$ cat src/rtl/core/tl_pkg.sv
// Shared types, constants and byte helpers for the token lexer.
// No dependencies; the lexer modules and the token checker import this package.
`default_nettype none
package tl_pkg;

  // Width of the running byte position (saturating counter).
  localparam int unsigned PosBits = 16;
  // Depth of the token queue between the front and back parts.
  localparam int unsigned QDepth  = 4;
  localparam int unsigned QAw     = $clog2(QDepth);
  localparam int unsigned QCw     = $clog2(QDepth + 1);

  localparam logic [PosBits-1:0] PosMax = {PosBits{1'b1}};
  localparam logic [PosBits-1:0] PosOne = PosBits'(1);

  typedef enum logic [4:0] {
    KSemi    = 5'd0,
    KColon   = 5'd1,
    KStar    = 5'd2,
    KLParen  = 5'd3,
    KRParen  = 5'd4,
    KLBrack  = 5'd5,
    KRBrack  = 5'd6,
    KLBrace  = 5'd7,
    KRBrace  = 5'd8,
    KEqual   = 5'd9,
    KEnd     = 5'd10,
    KUnder   = 5'd11,
    KString  = 5'd12,
    KIdent   = 5'd13,
    KBool    = 5'd14,
    KInt     = 5'd15,
    KFloat   = 5'd16,
    KUnknown = 5'd17,
    KUnterm  = 5'd18
  } tok_kind_e;

  typedef struct packed {
    tok_kind_e   kind;
    logic [15:0] start;
    logic [15:0] len;
  } tok_t;

  // One queue word: the tokens caused by a single text byte.
  typedef struct packed {
    tok_t t0;
    tok_t t1;
    logic two;
  } qent_t;

  function automatic logic is_alpha(input logic [7:0] b);
    return (b inside {[8'h61:8'h7A]}) || (b inside {[8'h41:8'h5A]});
  endfunction

  function automatic logic is_digit(input logic [7:0] b);
    return b inside {[8'h30:8'h39]};
  endfunction

  function automatic logic is_space(input logic [7:0] b);
    return b inside {8'h20, 8'h09, 8'h0A, 8'h0D, 8'h0B, 8'h0C};
  endfunction

  function automatic logic [PosBits-1:0] pos_inc(input logic [PosBits-1:0] p);
    return (p == PosMax) ? PosMax : p + PosOne;
  endfunction

  function automatic logic [PosBits-1:0] span(input logic [PosBits-1:0] s,
                                               input logic [PosBits-1:0] p);
    return (s > p) ? '0 : p - s;
  endfunction

  // Build a token: offset keeps the low 16 bits, length saturates.
  function automatic tok_t make_tok(input tok_kind_e k,
                                    input logic [PosBits-1:0] s,
                                    input logic [PosBits-1:0] l);
    tok_t        t;
    logic [31:0] sw;
    logic [31:0] lw;
    sw      = 32'(s);
    lw      = 32'(l);
    t.kind  = k;
    t.start = sw[15:0];
    t.len   = (lw > 32'h0000_FFFF) ? 16'hFFFF : lw[15:0];
    return t;
  endfunction

  // Keyword tracker: 1..4 follow "true", 5..9 follow "false".
  function automatic logic [3:0] kw_next(input logic [3:0] m, input logic [7:0] b);
    logic [3:0] r;
    r = 4'd0;
    case (m)
      4'd1: if (b == 8'h72) r = 4'd2;
      4'd2: if (b == 8'h75) r = 4'd3;
      4'd3: if (b == 8'h65) r = 4'd4;
      4'd5: if (b == 8'h61) r = 4'd6;
      4'd6: if (b == 8'h6C) r = 4'd7;
      4'd7: if (b == 8'h73) r = 4'd8;
      4'd8: if (b == 8'h65) r = 4'd9;
      default: r = 4'd0;
    endcase
    return r;
  endfunction

endpackage
`default_nettype wire

$ cat src/rtl/core/tl_byte_if.sv
// Text byte channel: valid/ready handshake carrying one byte per word.
// No dependencies.
`default_nettype none
interface tl_byte_if;
  logic       valid;
  logic       ready;
  logic [7:0] text_byte;

  modport source (output valid, output text_byte, input ready);
  modport sink   (input valid, input text_byte, output ready);
endinterface
`default_nettype wire

$ cat src/rtl/core/tl_tok_if.sv
// Token channel: valid/ready handshake carrying one token per word.
// No dependencies.
`default_nettype none
interface tl_tok_if;
  logic        valid;
  logic        ready;
  logic [4:0]  token_kind;
  logic [15:0] start_offset;
  logic [15:0] text_length;
  logic        last_of_run;

  modport source (output valid, output token_kind, output start_offset,
                  output text_length, output last_of_run, input ready);
  modport sink   (input valid, input token_kind, input start_offset,
                  input text_length, input last_of_run, output ready);
endinterface
`default_nettype wire

$ cat src/rtl/core/token_lexer.sv
// Streaming tokenizer top level: one text byte per word in, one token per word out.
// A byte's first token is written into the queue, then into the output register.
// Throughput: one byte per cycle, and one token per cycle while the output is ready;
// a byte that closes one token and emits another yields two token words, and the
// four-word queue absorbs such bursts; the input stalls only while the queue is full.
// Asynchronous active-low reset clears the scan state, the position, the queue
// pointers and count, and the output valid and pending flags.
// Depends on tl_pkg, tl_byte_if, tl_tok_if, tl_front, tl_queue, tl_back.
`default_nettype none
module token_lexer (
  input  wire logic clk_i,
  input  wire logic rst_ni,
  tl_byte_if.sink   text_i,
  tl_tok_if.source  token_o
);
  import tl_pkg::*;

  // front to queue: tokens of each accepted byte
  logic  push;
  qent_t push_data;
  logic  full;

  // queue to back: oldest byte's tokens
  logic  pop;
  qent_t pop_data;
  logic  empty;

  // Classify each byte and advance the scan state; stall only on a full queue.
  tl_front u_front (
    .clk_i       (clk_i),
    .rst_ni      (rst_ni),
    .text_i      (text_i),
    .push_o      (push),
    .push_data_o (push_data),
    .full_i      (full)
  );

  // Decouple the two sides so an output stall does not stop the scan at once.
  tl_queue u_queue (
    .clk_i       (clk_i),
    .rst_ni      (rst_ni),
    .push_i      (push),
    .push_data_i (push_data),
    .pop_i       (pop),
    .pop_data_o  (pop_data),
    .full_o      (full),
    .empty_o     (empty)
  );

  // Serialise token pairs and mark the last token of each byte.
  tl_back u_back (
    .clk_i      (clk_i),
    .rst_ni     (rst_ni),
    .pop_data_i (pop_data),
    .empty_i    (empty),
    .pop_o      (pop),
    .token_o    (token_o)
  );

endmodule
`default_nettype wire

$ cat src/rtl/core/tl_front.sv
// Lexer front part: accepts text bytes, runs the scan state and pushes
// the tokens of each byte into the queue. Depends on tl_pkg, tl_byte_if.
`default_nettype none
module tl_front (
  input  wire logic          clk_i,
  input  wire logic          rst_ni,
  tl_byte_if.sink            text_i,
  output      logic          push_o,
  output      tl_pkg::qent_t push_data_o,
  input  wire logic          full_i
);
  import tl_pkg::*;

  localparam logic [2:0] ModeIdle    = 3'd0;
  localparam logic [2:0] ModeLine    = 3'd1;
  localparam logic [2:0] ModeBlock   = 3'd2;
  localparam logic [2:0] ModeString  = 3'd3;
  localparam logic [2:0] ModeIdent   = 3'd4;
  localparam logic [2:0] ModeNum     = 3'd5;
  localparam logic [2:0] ModeNumMark = 3'd6;

  logic [2:0]         mode_q, mode_d;
  logic [PosBits-1:0] pos_q, pos_d;
  logic [PosBits-1:0] tstart_q, tstart_d;
  logic               frac_q, frac_d;
  logic               esc_q, esc_d;
  logic               slash_q, slash_d;
  logic               star_q, star_d;
  logic [3:0]         kw_q, kw_d;

  logic       accept;
  logic [7:0] b;
  logic       fresh;
  logic       pre_v, idle_v;
  tok_t       pre_tok, idle_tok;

  assign text_i.ready = ~full_i;
  assign accept       = text_i.valid & ~full_i;
  assign b            = text_i.text_byte;

  always_comb begin
    mode_d   = mode_q;
    pos_d    = pos_q;
    tstart_d = tstart_q;
    frac_d   = frac_q;
    esc_d    = esc_q;
    slash_d  = slash_q;
    star_d   = star_q;
    kw_d     = kw_q;
    fresh    = 1'b0;
    pre_v    = 1'b0;
    idle_v   = 1'b0;
    pre_tok  = '0;
    idle_tok = '0;

    if (b == 8'h00) begin
      // end of stream: close what is pending, then emit end
      case (mode_q)
        ModeIdent: begin
          pre_v   = 1'b1;
          pre_tok = make_tok((kw_q == 4'd4 || kw_q == 4'd9) ? KBool : KIdent,
                             tstart_q, span(tstart_q, pos_q));
        end
        ModeNum, ModeNumMark: begin
          pre_v   = 1'b1;
          pre_tok = make_tok(frac_q ? KFloat : KInt, tstart_q, span(tstart_q, pos_q));
        end
        ModeString, ModeLine, ModeBlock: begin
          pre_v   = 1'b1;
          pre_tok = make_tok(KUnterm, tstart_q, span(tstart_q, pos_q));
        end
        default: begin
          if (slash_q) begin
            pre_v   = 1'b1;
            pre_tok = make_tok(KUnknown, tstart_q, PosOne);
          end
        end
      endcase
      idle_v   = 1'b1;
      idle_tok = make_tok(KEnd, pos_q, PosOne);
      mode_d   = ModeIdle;
      pos_d    = '0;
      tstart_d = '0;
      frac_d   = 1'b0;
      esc_d    = 1'b0;
      slash_d  = 1'b0;
      star_d   = 1'b0;
      kw_d     = 4'd0;
    end else begin
      case (mode_q)
        ModeLine: begin
          if (b == 8'h0A || b == 8'h0D) mode_d = ModeIdle;
        end
        ModeBlock: begin
          if (star_q && b == 8'h2F) begin
            mode_d = ModeIdle;
            star_d = 1'b0;
          end else begin
            star_d = (b == 8'h2A);
          end
        end
        ModeString: begin
          if (esc_q) begin
            esc_d = 1'b0;
          end else if (b == 8'h5C) begin
            esc_d = 1'b1;
          end else if (b == 8'h22) begin
            pre_v   = 1'b1;
            pre_tok = make_tok(KString, tstart_q, span(tstart_q, pos_q));
            mode_d  = ModeIdle;
          end
        end
        ModeIdent: begin
          if (is_alpha(b) || is_digit(b) || b == 8'h5F || b == 8'h3A) begin
            kw_d = kw_next(kw_q, b);
          end else begin
            pre_v   = 1'b1;
            pre_tok = make_tok((kw_q == 4'd4 || kw_q == 4'd9) ? KBool : KIdent,
                               tstart_q, span(tstart_q, pos_q));
            fresh   = 1'b1;
          end
        end
        ModeNum: begin
          if (is_digit(b)) begin
            mode_d = ModeNum;
          end else if (b == 8'h2E || b == 8'h66) begin
            frac_d = 1'b1;
            mode_d = ModeNumMark;
          end else begin
            pre_v   = 1'b1;
            pre_tok = make_tok(frac_q ? KFloat : KInt, tstart_q, span(tstart_q, pos_q));
            fresh   = 1'b1;
          end
        end
        ModeNumMark: begin
          if (is_digit(b)) begin
            mode_d = ModeNum;
          end else begin
            pre_v   = 1'b1;
            pre_tok = make_tok(frac_q ? KFloat : KInt, tstart_q, span(tstart_q, pos_q));
            fresh   = 1'b1;
          end
        end
        default: fresh = 1'b1;
      endcase

      if (fresh) begin
        // a pending slash either opens a comment or becomes unknown
        if (slash_q && b == 8'h2F) begin
          slash_d = 1'b0;
          mode_d  = ModeLine;
        end else if (slash_q && b == 8'h2A) begin
          slash_d = 1'b0;
          mode_d  = ModeBlock;
          star_d  = 1'b0;
        end else begin
          if (slash_q) begin
            slash_d = 1'b0;
            pre_v   = 1'b1;
            pre_tok = make_tok(KUnknown, tstart_q, PosOne);
          end
          mode_d = ModeIdle;
          case (b)
            8'h3B: begin idle_v = 1'b1; idle_tok = make_tok(KSemi,   pos_q, PosOne); end
            8'h3A: begin idle_v = 1'b1; idle_tok = make_tok(KColon,  pos_q, PosOne); end
            8'h2A: begin idle_v = 1'b1; idle_tok = make_tok(KStar,   pos_q, PosOne); end
            8'h28: begin idle_v = 1'b1; idle_tok = make_tok(KLParen, pos_q, PosOne); end
            8'h29: begin idle_v = 1'b1; idle_tok = make_tok(KRParen, pos_q, PosOne); end
            8'h5B: begin idle_v = 1'b1; idle_tok = make_tok(KLBrack, pos_q, PosOne); end
            8'h5D: begin idle_v = 1'b1; idle_tok = make_tok(KRBrack, pos_q, PosOne); end
            8'h7B: begin idle_v = 1'b1; idle_tok = make_tok(KLBrace, pos_q, PosOne); end
            8'h7D: begin idle_v = 1'b1; idle_tok = make_tok(KRBrace, pos_q, PosOne); end
            8'h3D: begin idle_v = 1'b1; idle_tok = make_tok(KEqual,  pos_q, PosOne); end
            8'h5F: begin idle_v = 1'b1; idle_tok = make_tok(KUnder,  pos_q, PosOne); end
            8'h2F: begin
              slash_d  = 1'b1;
              tstart_d = pos_q;
            end
            8'h22: begin
              mode_d   = ModeString;
              esc_d    = 1'b0;
              tstart_d = pos_inc(pos_q);
            end
            default: begin
              if (is_space(b)) begin
                mode_d = ModeIdle;
              end else if (is_alpha(b)) begin
                mode_d   = ModeIdent;
                tstart_d = pos_q;
                kw_d     = (b == 8'h74) ? 4'd1 : ((b == 8'h66) ? 4'd5 : 4'd0);
              end else if (is_digit(b)) begin
                mode_d   = ModeNum;
                tstart_d = pos_q;
                frac_d   = 1'b0;
              end else begin
                idle_v   = 1'b1;
                idle_tok = make_tok(KUnknown, pos_q, PosOne);
              end
            end
          endcase
        end
      end
      pos_d = pos_inc(pos_q);
    end
  end

  // pack the byte's tokens, first in order into slot zero
  always_comb begin
    push_data_o.t0  = pre_v ? pre_tok : idle_tok;
    push_data_o.t1  = idle_tok;
    push_data_o.two = pre_v & idle_v;
  end
  assign push_o = accept & (pre_v | idle_v);

  always_ff @(posedge clk_i or negedge rst_ni) begin
    if (!rst_ni) begin
      mode_q   <= ModeIdle;
      pos_q    <= '0;
      tstart_q <= '0;
      frac_q   <= 1'b0;
      esc_q    <= 1'b0;
      slash_q  <= 1'b0;
      star_q   <= 1'b0;
      kw_q     <= 4'd0;
    end else if (accept) begin
      mode_q   <= mode_d;
      pos_q    <= pos_d;
      tstart_q <= tstart_d;
      frac_q   <= frac_d;
      esc_q    <= esc_d;
      slash_q  <= slash_d;
      star_q   <= star_d;
      kw_q     <= kw_d;
    end
  end

endmodule
`default_nettype wire

$ cat src/rtl/core/tl_queue.sv
// Short token queue between the lexer front and the output back part.
// Depends on tl_pkg.
`default_nettype none
module tl_queue (
  input  wire logic          clk_i,
  input  wire logic          rst_ni,
  input  wire logic          push_i,
  input  wire tl_pkg::qent_t push_data_i,
  input  wire logic          pop_i,
  output      tl_pkg::qent_t pop_data_o,
  output      logic          full_o,
  output      logic          empty_o
);
  import tl_pkg::*;

  qent_t          mem_q [QDepth];
  logic [QAw-1:0] wr_q, rd_q;
  logic [QCw-1:0] cnt_q;
  logic           do_push, do_pop;

  assign full_o     = (cnt_q == QCw'(QDepth));
  assign empty_o    = (cnt_q == '0);
  assign do_push    = push_i & ~full_o;
  assign do_pop     = pop_i & ~empty_o;
  assign pop_data_o = mem_q[rd_q];

  always_ff @(posedge clk_i) begin
    if (do_push) mem_q[wr_q] <= push_data_i;
  end

  always_ff @(posedge clk_i or negedge rst_ni) begin
    if (!rst_ni) begin
      wr_q  <= '0;
      rd_q  <= '0;
      cnt_q <= '0;
    end else begin
      if (do_push) wr_q <= QAw'((32'(wr_q) + 1) % QDepth);
      if (do_pop)  rd_q <= QAw'((32'(rd_q) + 1) % QDepth);
      if (do_push && !do_pop) cnt_q <= cnt_q + QCw'(1);
      else if (do_pop && !do_push) cnt_q <= cnt_q - QCw'(1);
    end
  end

endmodule
`default_nettype wire

$ cat src/rtl/core/tl_back.sv
// Lexer back part: pops token pairs from the queue and drives them out
// one word at a time through an output register. Depends on tl_pkg, tl_tok_if.
`default_nettype none
module tl_back (
  input  wire logic          clk_i,
  input  wire logic          rst_ni,
  input  wire tl_pkg::qent_t pop_data_i,
  input  wire logic          empty_i,
  output      logic          pop_o,
  tl_tok_if.source           token_o
);
  import tl_pkg::*;

  logic ovalid_q, ovalid_d;
  tok_t out_q, out_d;
  logic last_q, last_d;
  logic pend_q, pend_d;
  tok_t pend_tok_q, pend_tok_d;
  logic advance;

  assign advance = ~ovalid_q | token_o.ready;

  always_comb begin
    ovalid_d   = ovalid_q;
    out_d      = out_q;
    last_d     = last_q;
    pend_d     = pend_q;
    pend_tok_d = pend_tok_q;
    pop_o      = 1'b0;
    if (advance) begin
      if (pend_q) begin
        ovalid_d = 1'b1;
        out_d    = pend_tok_q;
        last_d   = 1'b1;
        pend_d   = 1'b0;
      end else if (!empty_i) begin
        pop_o      = 1'b1;
        ovalid_d   = 1'b1;
        out_d      = pop_data_i.t0;
        last_d     = ~pop_data_i.two;
        pend_d     = pop_data_i.two;
        pend_tok_d = pop_data_i.t1;
      end else begin
        ovalid_d = 1'b0;
      end
    end
  end

  always_ff @(posedge clk_i or negedge rst_ni) begin
    if (!rst_ni) begin
      ovalid_q <= 1'b0;
      pend_q   <= 1'b0;
    end else begin
      ovalid_q <= ovalid_d;
      pend_q   <= pend_d;
    end
  end

  always_ff @(posedge clk_i) begin
    out_q      <= out_d;
    last_q     <= last_d;
    pend_tok_q <= pend_tok_d;
  end

  assign token_o.valid        = ovalid_q;
  assign token_o.token_kind   = out_q.kind;
  assign token_o.start_offset = out_q.start;
  assign token_o.text_length  = out_q.len;
  assign token_o.last_of_run  = last_q;

endmodule
`default_nettype wire

$ cat src/flat_wrapper.sv
// flat-port wrapper written by rule: the top's interface ports become plain ports
module token_lexer_flat import tl_pkg::*;
  (clk_i, rst_ni, text_i_valid, text_i_text_byte, text_i_ready, token_o_valid, token_o_token_kind, token_o_start_offset, token_o_text_length, token_o_last_of_run, token_o_ready);
  tl_byte_if text_i_i ();
  tl_tok_if token_o_i ();
  input  wire logic clk_i;
  input  wire logic rst_ni;
  input wire logic [$bits(text_i_i.valid)-1:0] text_i_valid;
  input wire logic [$bits(text_i_i.text_byte)-1:0] text_i_text_byte;
  output wire logic [$bits(text_i_i.ready)-1:0] text_i_ready;
  output wire logic [$bits(token_o_i.valid)-1:0] token_o_valid;
  output wire logic [$bits(token_o_i.token_kind)-1:0] token_o_token_kind;
  output wire logic [$bits(token_o_i.start_offset)-1:0] token_o_start_offset;
  output wire logic [$bits(token_o_i.text_length)-1:0] token_o_text_length;
  output wire logic [$bits(token_o_i.last_of_run)-1:0] token_o_last_of_run;
  input wire logic [$bits(token_o_i.ready)-1:0] token_o_ready;
  assign text_i_i.valid = text_i_valid;
  assign text_i_i.text_byte = text_i_text_byte;
  assign text_i_ready = text_i_i.ready;
  assign token_o_valid = token_o_i.valid;
  assign token_o_token_kind = token_o_i.token_kind;
  assign token_o_start_offset = token_o_i.start_offset;
  assign token_o_text_length = token_o_i.text_length;
  assign token_o_last_of_run = token_o_i.last_of_run;
  assign token_o_i.ready = token_o_ready;
  token_lexer u_core (.clk_i(clk_i), .rst_ni(rst_ni), .text_i(text_i_i), .token_o(token_o_i));
endmodule
$ cat config.mk
export PLATFORM = sky130hd
export DESIGN_NAME = token_lexer_flat
export DESIGN_NICKNAME = d
export VERILOG_FILES = /design/src/rtl/core/tl_pkg.sv /design/src/rtl/core/tl_byte_if.sv /design/src/rtl/core/tl_tok_if.sv /design/src/rtl/core/token_lexer.sv /design/src/rtl/core/tl_front.sv /design/src/rtl/core/tl_queue.sv /design/src/rtl/core/tl_back.sv /design/src/flat_wrapper.sv
export SDC_FILE = /design/constraint.sdc
export NUM_CORES = 1
export LEC_CHECK = 0
export ABC_AREA = 1
export BUFFER_PORTS_ARGS = -buffer_cell sky130_fd_sc_hd__buf_2
export CAP_MARGIN = 15
export CORE_MARGIN = 1
export CORE_UTILIZATION = 53
export CTS_BUF_LIST = sky130_fd_sc_hd__clkbuf_8
export DETAILED_ROUTE_END_ITERATION = 6
export HOLD_SLACK_MARGIN = 0.03
export PLACE_DENSITY = 0.75
export SLEW_MARGIN = 20
export SYNTH_ARGS = -nofsm -noshare
export SYNTH_HDL_FRONTEND = slang
export SYNTH_SLANG_ARGS = --single-unit
$ cat constraint.sdc
create_clock -name clk_i -period 4.88 [get_ports clk_i]
set_input_delay 0.244 -clock clk_i [delete_from_list [all_inputs] [get_ports clk_i]]
set_output_delay 0.244 -clock clk_i [all_outputs]
set_load 0.03 [all_outputs]
== Word-level counts from Yosys, hierarchy flattened ==
Memory sizes are Yosys's and may differ from the RTL's.
Cells that the tools add are included.

* Add/sub/neg operators: 6
* Magnitude comparators: 7
* Reduce and logical (&&, ||, !) cells: 36
* Bitwise operators: 12
* Multiplexer cells: 140
* Equal/unequal tests: 58

{| class="wikitable"
|+ Operator list
! operator !! count
|-
| two-way mux 37 bit || 19
|-
| case mux 37 bit (12 select lines) || 1
|-
| two-way mux 16 bit || 10
|-
| case mux 37 bit (4 select lines) || 1
|-
| two-way mux 36 bit || 4
|-
| == test 8 x 7 -> 1 bit, second input constant || 14
|-
| case mux 37 bit (3 select lines) || 1
|-
| == test 8 x 6 -> 1 bit, second input constant || 10
|-
| two-way mux 3 bit || 22
|-
| two-way mux 1 bit || 60
|-
| case mux 16 bit (3 select lines) || 1
|-
| two-way mux 4 bit || 11
|-
| == test 8 x 4 -> 1 bit, second input constant || 5
|-
| != test 4 bit, second input constant || 7
|-
| case mux 4 bit (7 select lines) || 1
|-
| adder 16 x 1 -> 16 bit, second input constant || 1
|-
| == test 16 bit, second input constant || 1
|-
| == test 4 x 3 -> 1 bit, second input constant || 4
|-
| >= comparator 8 x 7 -> 1 bit, second input constant || 2
|-
| greater-than comparator 16 bit || 1
|-
| less-or-equal comparator 8 x 7 -> 1 bit, second input constant || 2
|-
| subtractor 16 bit || 1
|-
| case mux 3 bit (5 select lines) || 1
|-
| OR reduction 13 bit || 1
|-
| other kinds (40) || 78
|}

* Flip-flop bits (word level): 127
* Bits in writable memories: 300
* Word-level logic and storage cells: 280
* Input port bits: 12
* Memories: 1

{| class="wikitable"
|+ Memory list
! memory !! words !! width !! read ports !! clocked after Yosys merged registers in !! wr ports !! RTL line !! text
|-
| u_core.u_queue.mem_q || 4 || 75 || 1 || 0 || 1 || tl_queue.sv:16 || <nowiki>qent_t mem_q [QDepth];</nowiki>
|}

== Logic depth before layout (Yosys ltp) ==
Gate-level depths: netlist (run 1).

* Word-level depth: 20
* Mapped depth: 20
* Depth with buffers taken out: 20

== Hierarchy ==
Synthesis (run 1) repeated with hierarchy kept, for this count alone.

* Cell total of the unflattened synthesis: 1989
* Area, all modules: 20494.7 um^2

{| class="wikitable"
|+ By module, submodules not included
! module !! cells an instance !! area an instance (um^2) !! seq. area each (um^2) !! times used
|-
| tl_queue || 937 || 12522.0 || 9183.8 || 1
|-
| tl_front || 840 || 5134.9 || 1076.0 || 1
|-
| tl_back || 212 || 2837.7 || 2302.2 || 1
|}

== Least setup slack after synthesis (run 1) ==
Ideal clock, no wire load.

* Kind: register to register
* Start: register u_core.u_front.mode_q[1]
* End: memory u_core.u_queue.mem_q[0][0] (netlist bit), enable pin
* Stages on the path, launching flop included: 9
* Data arrival time: 4071 ps
* Path slack: 331 ps
* Period minus slack after synthesis: 4549 ps
* Setup time: 478 ps
* Cells stage by stage: dfrtp_1 buf_4 nor3_4 inv_2 a31oi_1 a21oi_4 nand3_2 nand2_2 nor2_1

* Word-level cells in the longest chain between the ends: 12

{| class="wikitable"
|+ Ends and longest elaborated chain
! element !! RTL line !! text
|-
| from (decl) || tl_front.sv:22 || <nowiki>logic [2:0] mode_q, mode_d;</nowiki>
|-
| from (signal assigned) || tl_front.sv:217 || <nowiki>mode_q <= ModeIdle;</nowiki>
|-
| from (signal assigned) || tl_front.sv:226 || <nowiki>mode_q <= mode_d;</nowiki>
|-
| == test 3 bit / == test 3 x 2 -> 1 bit (equally long branches) || tl_front.sv:58, tl_front.sv:90 ||
|-
| case mux 1 bit (4 select lines) || tl_front.sv:90 || <nowiki>case (mode_q)</nowiki>
|-
| two-way mux 1 bit || tl_front.sv:157 || <nowiki>if (slash_q) begin</nowiki>
|-
| two-way mux 1 bit || tl_front.sv:152 || <nowiki>end else if (slash_q && b == 8'h2A) begin</nowiki>
|-
| two-way mux 1 bit || tl_front.sv:149 || <nowiki>if (slash_q && b == 8'h2F) begin</nowiki>
|-
| two-way mux 1 bit || tl_front.sv:147 || <nowiki>if (fresh) begin</nowiki>
|-
| two-way mux 1 bit || tl_front.sv:56 || <nowiki>if (b == 8'h00) begin</nowiki>
|-
| OR 1 bit (*) || tl_front.sv:213 || <nowiki>assign push_o = accept & (pre_v | idle_v);</nowiki>
|-
| AND 1 bit (*) || tl_front.sv:213 ||
|-
| AND 1 bit (*) || tl_queue.sv:23 || <nowiki>assign do_push = push_i & ~full_o;</nowiki>
|-
| two-way mux 1 bit (*) || tl_queue.sv:28 || <nowiki>if (do_push) mem_q[wr_q] <= push_data_i;</nowiki>
|-
| two-way mux 1 bit (implied by the code) (*) || tl_queue.sv:28 ||
|-
| to (decl) || tl_queue.sv:16 ||
|}

Mark *: on every way between the ends. The rest lies on a longest branch, timed or not. The select of a mux whose other input is x is not followed.

== Final worst setup path (run 1) ==
* Start: register u_core.u_front.mode_q[1]
* End: register u_core.u_queue.cnt_q[1]

* Word-level cells in the longest chain between the ends: 13

{| class="wikitable"
|+ Ends and longest elaborated chain
! element !! RTL line !! text
|-
| == test 3 bit / == test 3 x 2 -> 1 bit (equally long branches) || tl_front.sv:58, tl_front.sv:90 ||
|-
| case mux 1 bit (4 select lines) || tl_front.sv:90 ||
|-
| two-way mux 1 bit || tl_front.sv:157 ||
|-
| two-way mux 1 bit || tl_front.sv:152 ||
|-
| two-way mux 1 bit || tl_front.sv:149 ||
|-
| two-way mux 1 bit || tl_front.sv:147 ||
|-
| two-way mux 1 bit || tl_front.sv:56 ||
|-
| OR 1 bit (*) || tl_front.sv:213 ||
|-
| AND 1 bit (*) || tl_front.sv:213 ||
|-
| AND 1 bit (*) || tl_queue.sv:23 ||
|-
| named net u_core.u_queue.do_push || tl_queue.sv:19 || <nowiki>logic do_push, do_pop;</nowiki>
|-
| logical NOT 1 bit || tl_queue.sv:40 || <nowiki>else if (do_pop && !do_push) cnt_q <= cnt_q - QCw'(1);</nowiki>
|-
| logical AND 1 bit || tl_queue.sv:40 ||
|-
| nonzero test 2 bit (no source line) || - ||
|-
| to (signal assigned) || tl_queue.sv:39 || <nowiki>if (do_push && !do_pop) cnt_q <= cnt_q + QCw'(1);</nowiki>
|-
| to (signal assigned) || tl_queue.sv:40 ||
|-
| to (decl) || tl_queue.sv:18 || <nowiki>logic [QCw-1:0] cnt_q;</nowiki>
|}

Mark *: on every way through the listed nets, which the timed path passes. The rest lies on a longest branch. The select of a mux whose other input is x is not followed.
A chain may end at the register's enable or synchronous reset.

==> results.md, run 1 <==
- Status: finished, final reports clean
- Final TNS setup: 0 ps
- CTS Sinks: 352
- Worst hold endpoint: u_core.u_front.esc_q
- CTS Buffer Depth: 3
- Setup CP Type: reg2reg
- Via count of the first global-routing pass: approximately 11000
- Fillers: between 2000 and 2500
- Area share of xor/xnor cells in the synthesized design: less than 1%
- Antenna viol nets, final: 0
- H-tree levels: 2
- Clk Latency, worst-skew pair: approximately 600 ps
- Worst-path clk slew: about 60 ps
- CP Capture Type: register
- GRT Overall Usage: between 20% and 30%
- Cell Rows: 63
- Finished Cell Area: between 15000 and 20000 µm²
- Arr. time, crit path: about 4000 ps
- Post_cts resized: 0
- FF-to-FF Start: u_core.u_front.mode_q[1]
- Relative slew slack: around 27%
- Core region area: just under 30000 µm²
- Via density: roughly 5.7
- Initial antenna violation count: 1
- Critical Path RT: between 5000 and 6000 ps
- Yosys reg bits: about 350
- Mean area per synthesized cell: roughly 10 µm²
- Hold wc startpoint: text_i_text_byte[1]
- Hold slack: approximately 300 ps
- Net Count, Synth: ~1600
- NumNets Final: 1655
- Cell type with the largest total area after synthesis: edfxtp_1
- HPWL Detailed: ~25 mm
- Period utilisation layout: between 70% and 80%
- Post-Synth Adder-Cell Area: 1.949%
- Max-cap violation count: 0
- Final hold violation count: 0
- Setup WS pre-CTS: 1231 ps
- Antenna diodes: 0
- First-pass GRT wire length: roughly 60 mm
- Worst-path maximum fanout: 19
- RSZ-0062 raised after global routing: false
- Final setup margin: ~1300 ps
- Setup-failing EPs final: 0
- CP dominant cell by count: nand3_2
- Reg-to-Reg End: u_core.u_queue.cnt_q[1]
- Multi-input gate area: approximately 5200 µm²
- Number of cells on the worst reg-to-reg path: 14
- Share of post-route cells with drive strength above 1: between 10% and 20%
- Synth Area in Compound Gates: between 10% and 20%
- Clock root buffer: clkbuf_8
- Simple-Gate Fraction of Synth Area: 17.22%
- CP Launch Type: register
- Worst-Margin Slew: around 1100 ps
- CTS tree: built
- PortBufs: approximately 50
- Mapped Cells: between 1500 and 2000
- Die area: ~31000 µm²
- Critical Path Max Stage Delay: 490 ps
- Largest net degree at the start of global routing: 122
- YS warnings: 0
- Global route total overflow: 0
- Slowest cell on crit path: dfrtp_1
- WHS Path Cells: 6
- Fin crit period: between 3000 and 4000 ps
- FF/Latch Area: roughly 10000 µm²
- Crit path cell chain: nor3_4, inv_2, nand3_2, nand3_2, nor2_8, nor2_4, nor2_8, nand3_2, nand2_2, inv_1, ha_1, inv_1, fa_1, mux2_2
- Main combinational cell family by area after synthesis: simple AND/OR/NAND/NOR gates
- Leakage power: 6.909 nW
- I/O pin total: 52
- Synth cell types: between 50 and 60
- Starting density of the core: a little over half
- Post-synthesis sequential area ratio: around 64%
- DRC: 0
- Routability cong.: 0.9148
- Routed via count: between 10000 and 15000
- CTS Buf Count: 55
- Post-DP Area: about 17000 µm²
- Setup Skew: ~25 ps
- Pwr dens: 697.1 nW/µm²
- F_max: ~0.28 GHz
- Area delta synth->final: 10.52%
- WL final: 37.76 mm
- DR iter-0 viols: about 1200
- VDD IR max: approximately 380 µV
- Max Slew Vio Count: 0
- Avg WL per Cell: ~18 µm
- Post-synth top area share: 55.68%
- HP Class: in2reg
- Syn Std Cell Area: 16180 µm²
- Drt pass-1 iters: 5
- Die Wd: 176.7 µm
- Die Height: about 180 µm
- Largest cells by area after synthesis: edfxtp_1 56%, dfrtp_1 8.0%, nor2_1 7.3%
- WP buf/inv: 3
- Largest delay contributor family on the critical path: simple AND/OR/NAND/NOR gates
- R2R Setup Slk: 1340 ps
- Multiplexer area fraction after synthesis: less than 1%
-- flip-flops by register name, indices dropped and copies added (netlist names), 3 cells and up --
| name | count |
|---|---|
| u_core.u_queue.mem_q | 240 |
| u_core.u_back.pend_tok_q | 22 |
| u_core.u_back.token_o.start_offset | 16 |
| u_core.u_back.token_o.text_length | 16 |
| u_core.u_front.pos_q | 16 |
| u_core.u_front.tstart_q | 16 |
| u_core.u_back.token_o.token_kind | 5 |
| u_core.u_front.kw_q | 4 |
| u_core.u_front.mode_q | 3 |
| u_core.u_queue.cnt_q | 3 |
-- synth_stat cells (all sizes together) --
cell type  instances
nand2            197
xnor2              3
a211oi             1
or2                6
or3                1
a22oi              7
edfxtp           300
xor2               5
ha                22
fa                 2
nor4               3
o31ai              3
a21boi             2
inv              115
o22ai             44
nand3b             2
a21o               6
clkbuf            46
o211ai             2
mux2               1
a21oi             57
o21bai             1
nor2             336
nand4             16
clkinv             3
o21ai            199
buf               16
a31oi             25
o21a               2
a31o               2
nor3              19
dfrtp             52
mux2i              2
nand3             57
-- where the power goes --
group / internal (mW) / leakage, nW / switching, mW
Sequential: 4.61 / 3.48 / 0.433
Combinational: 1.40 / 2.82 / 3.65
Clock: 1.24 / 0.610 / 1.13
Total: 7.25 / 6.91 / 5.21
-- metrics by stage --
| stage | util [%] | instances | power, mW |
|---|---|---|---|
| final | 60.01 | 2054 | 12.46 |
| after detailed placement | 56.32 | 1949 | 10.07 |
| after floorplan | - | 1555 | 8.633 |
| after CTS | 59.99 | 2054 | 12.47 |
| after global placement | 56.32 | 1949 | 9.954 |
| after global routing | 60.01 | 2054 | 13.26 |
-- kinds of logic after synthesis --
family | count (synthesis)
simple gates | 637
flops | 352
compound gates | 351
buf+inv | 180
fa+ha+maj | 24
xor+xnor | 8
mux | 3
-- placed cells by master (no fill, tap or decap), types with 5 or more instances in the layout --
cell / n
nor3_1: 18
ha_1: 22
nor2_2: 5
or2_2: 6
o21ai_1: 25
clkinv_1: 16
o21ai_0: 173
nand2_2: 10
clkbuf_8: 56
nor2_4: 17
nand2_1: 186
xor2_1: 5
nand3_2: 7
nor2_1: 312
inv_2: 11
a21oi_1: 54
buf_4: 14
buf_2: 51
clkinv_2: 7
dfrtp_1: 50
edfxtp_1: 300
a31oi_1: 25
o22ai_1: 44
a22oi_1: 7
nand3_1: 50
inv_1: 121
nand4_1: 15
a21o_1: 6
-- worst max path at each step --
stage | startpoint | cells past startpoint | to
after floorplan | u_core.u_front.mode_q[1] | 8 | u_core.u_queue.mem_q[0][0]
after global placement | text_i_text_byte[2] | 17 | u_core.u_queue.cnt_q[1]
after global routing | u_core.u_front.mode_q[1] | 15 | u_core.u_queue.cnt_q[1]
after detailed placement | text_i_text_byte[2] | 17 | u_core.u_queue.cnt_q[1]
final | u_core.u_front.mode_q[1] | 14 | u_core.u_queue.cnt_q[1]
after CTS | u_core.u_front.mode_q[1] | 14 | u_core.u_queue.cnt_q[1]
-- per-layer routing --
metal | track usage, % | part of all wire, % | vias to the layer above
met5 | 0 | 0 | -
li1 | - | - | 5567
met2 | 39.18 | 47 | 507
met1 | 34.73 | 42 | 5553
met3 | 4.854 | 8.8 | 72
met4 | 8.046 | 2.2 | 0
-- worst min-delay path: stages --
cell and delay [ps]:
buf_2 150, nor2_4 70, nand2_1 120, o31ai_1 90, o211ai_1 80, o21ai_0 80
-- area by class of cell --
cell class | instances | area share, %
Timing Repair Buffer | 69 | 2.246
Sequential cell | 352 | 57.69
Inverter | 118 | 2.491
Tap cell | 390 | 2.729
Clock buffer | 56 | 4.311
Multi-Input combinational cell | 1023 | 28.89
Clock inverter | 46 | 1.638
-- repair_timing --
| item | in CTS | in global routing |
|---|---|---|
| hold buffers | 3 | 0 |
| setup buffers | 0 | 0 |
| endpoints found under the hold margin | 55 | 0 |
Power figures use the tool's default switching activity.
==> run 2, diff against run 1 <==
clock period = 2.94 ns   (was 4.88 ns; I/O delays follow)
==> results.md, run 2 (synthesis results as in run 1) <==
- Starting density of the core: 54.30% (unchanged)
- H-tree levels: 2 (unchanged)
- Avg WL per Cell: 18.04 µm (-1.9%)
- CP Launch Type: register
- Crit path cell chain: inv_1, nand3_1, inv_1, nand3_1, nand2_1, nand2_2, nand3_2, nand3_2, nand3_2, nand2_2, inv_1, ha_1, inv_1, fa_1, a21oi_1, o21ai_0, xnor2_1
- Antenna diodes: 0 (unchanged)
- Global route total overflow: 0 (unchanged)
- CP Capture Type: register
- Clock root buffer: clkbuf_8
- Setup-failing EPs final: 0 (unchanged)
- Max reg flops: 240 (unchanged)
- CTS Buf Count: 53 (-3.6%)
- CTS Sinks: 352 (unchanged)
- PortBufs: 51 (unchanged)
- Slowest cell on crit path: dfrtp_2
- Initial antenna violation count: 0 (-1)
- CP dominant cell by count: inv_1
- Crit path from: u_core.u_front.mode_q[1]
- Routed via count: 11800 (+0.84%)
- Max-cap violation count: 0 (unchanged)
- HP Class: in2async
- WP buf/inv: 4 (+1)
- Setup CP Type: reg2reg
- Cell Rows: 63 (unchanged)
- FF-to-FF Start: u_core.u_front.mode_q[1]
- Period utilisation layout: 93.10% (+20 points)
- F_max: 0.3654 GHz (+29%)
- Share of post-route cells with drive strength above 1: 15.10% (+2.6 points)
- Most frequent cells in the layout: 308 x nor2_1, 300 x edfxtp_1, 185 x nand2_1
- CTS tree: built
- Via density: 5.658 (-0.66%)
- Final TNS setup: 0 ps (unchanged)
- Biggest regs: u_core.u_queue.mem_q: 240 flops, u_core.u_back.pend_tok_q: 22 flops
- Die Height: 176.7 µm (unchanged)
- Antenna viol nets, final: 0 (unchanged)
- Fin crit period: 2737 ps (-806.1 ps)
- Commonest non-fill, non-tap cell in the layout: nor2_1
- Max Slew Vio Count: 0 (unchanged)
- VDD IR max: 554.3 µV (+47%)
- CTS Buffer Depth: 3 (unchanged)
- Core region area: 29800 µm² (unchanged)
- Largest delay contributor family on the critical path: simple AND/OR/NAND/NOR gates
- Worst-path maximum fanout: 9 (-10)
- Status: finished, final reports clean
- Setup Skew: 28.47 ps (+3.046 ps)
- First-pass GRT wire length: 59.57 mm (-0.54%)
- DRC: 0 (unchanged)
- GRT Overall Usage: 24.60% (-0.25 points)
- Die Wd: 176.7 µm (unchanged)
- NumNets Final: 1687 (+1.9%)
- Via count of the first global-routing pass: 11430 (+2.7%)
- HPWL Detailed: 24.53 mm (-0.10%)
- Largest net degree at the start of global routing: 71 (-42%)
- Area delta synth->final: 12.67%
- Fillers: 2397 (-0.79%)
- Clk Latency, worst-skew pair: 590 ps (about the same)
- Drt pass-1 iters: 5 (unchanged)
- Pwr dens: 1151 nW/µm² (+65%)
- Setup WS pre-CTS: 64.22 ps (-1167 ps)
- WL final: 37.62 mm (-0.39%)
- Die area: 31230 µm² (unchanged)
- Final setup margin: 203.0 ps (-1134 ps)
- Final hold violation count: 0 (unchanged)
- Arr. time, crit path: 3180 ps (-820 ps)
- Worst-Margin Slew: 893.5 ps (-196.5 ps)
- Largest Register: u_core.u_queue.mem_q
- Relative slew slack: 40.21% (+13 points)
- DR iter-0 viols: 1124 (-4.9%)
- Routability cong.: 0.8879 (-2.9%)
- RSZ-0062 raised after global routing: true
- I/O pin total: 52 (unchanged)
- Leakage power: 7.087 nW (+2.6%)
- Critical Path Max Stage Delay: 480 ps (about the same)
- Critical Path RT: 3390 ps (-1950 ps)
- Worst-path clk slew: 60 ps (about the same)
==> run 2: changes by cell type in the layout (fill, tap and decap cells not counted), sizes merged <==
cell,before,now
clkinvlp,2,1
clkinv,25,20
clkbuf,56,58
bufinv,3,1
buf,66,100
inv,134,137
==> run 2: stage by stage <==
stage	instance area [µm²]	cells	hold slack [ps]	total power, mW	utilization (%)
after floorplan	16190	1555	-148.6	14.31	-
after global placement	17090	1977	194.0	16.78	57.37
after detailed placement	17090	1977	196.3	17.05	57.37
after CTS	18130	2079	115.5	20.80	60.86
after global routing	18230	2085	165.0	22.31	61.17
final	18230	2085	126.2	20.97	61.17
==> run 2: where the power goes <==
| part | switching (mW) | internal (mW) |
|---|---|---|
| logic | 6.32 | 2.74 |
| clock network | 1.83 | 1.92 |
| registers | 0.525 | 7.65 |
| total | 8.67 | 12.3 |
==> run 2: worst reg2reg max path, cell delays in order (launching register included) <==
cell     delay (ps)
dfrtp_2         480
inv_1           100
nand3_1         110
inv_1           120
nand3_1         110
nand2_1         100
nand2_2          80
nand3_2         100
nand3_2         120
nand3_2         140
nand2_2          60
inv_1            50
ha_1            150
inv_1            80
fa_1            440
a21oi_1         140
o21ai_0         110
xnor2_1         140
==> run 2: final timing paths <==
| path | to | slack, ps | cells after the start |
|---|---|---|---|
| max in group asynchronous | u_core.u_front.tstart_q[0] | 1810 | 4 |
| min | u_core.u_back.pend_q | 130 | 2 |
| min in group clk_i | u_core.u_front.esc_q | 230 | 6 |
| min reg2reg | u_core.u_back.token_o.valid | 490 | 2 |
| max | u_core.u_queue.cnt_q[2] | 200 | 17 |
| max reg2reg | u_core.u_queue.cnt_q[2] | 200 | 17 |
==> run 2: routing by layer <==
layer	vias up	GRT usage, %	routed length (µm)
met5	-	0	0
met4	0	7.507	834
met3	69	3.694	2493
met2	429	40.75	18040
met1	5667	33.57	16240
li1	5632	-	-
==> run 2: final cells by class <==
| class | instances | area [µm²] | area share [%] |
|---|---|---|---|
| multi-input combinational | 1023 | 5214 | 28.60 |
| clock buffer | 58 | 798.3 | 4.379 |
| sequential | 352 | 10320 | 56.60 |
| clock inverter | 41 | 211.5 | 1.160 |
| inverter | 118 | 445.4 | 2.444 |
| timing repair buffer | 103 | 753.2 | 4.132 |
| tap | 390 | 488.0 | 2.677 |
==> run 2: what timing repair did <==
action,in CTS,in global routing
endpoints found under the hold margin,25,0
hold buffers,3,0
resized for setup,0,18
setup buffers,0,6
setup endpoints to repair,0,81
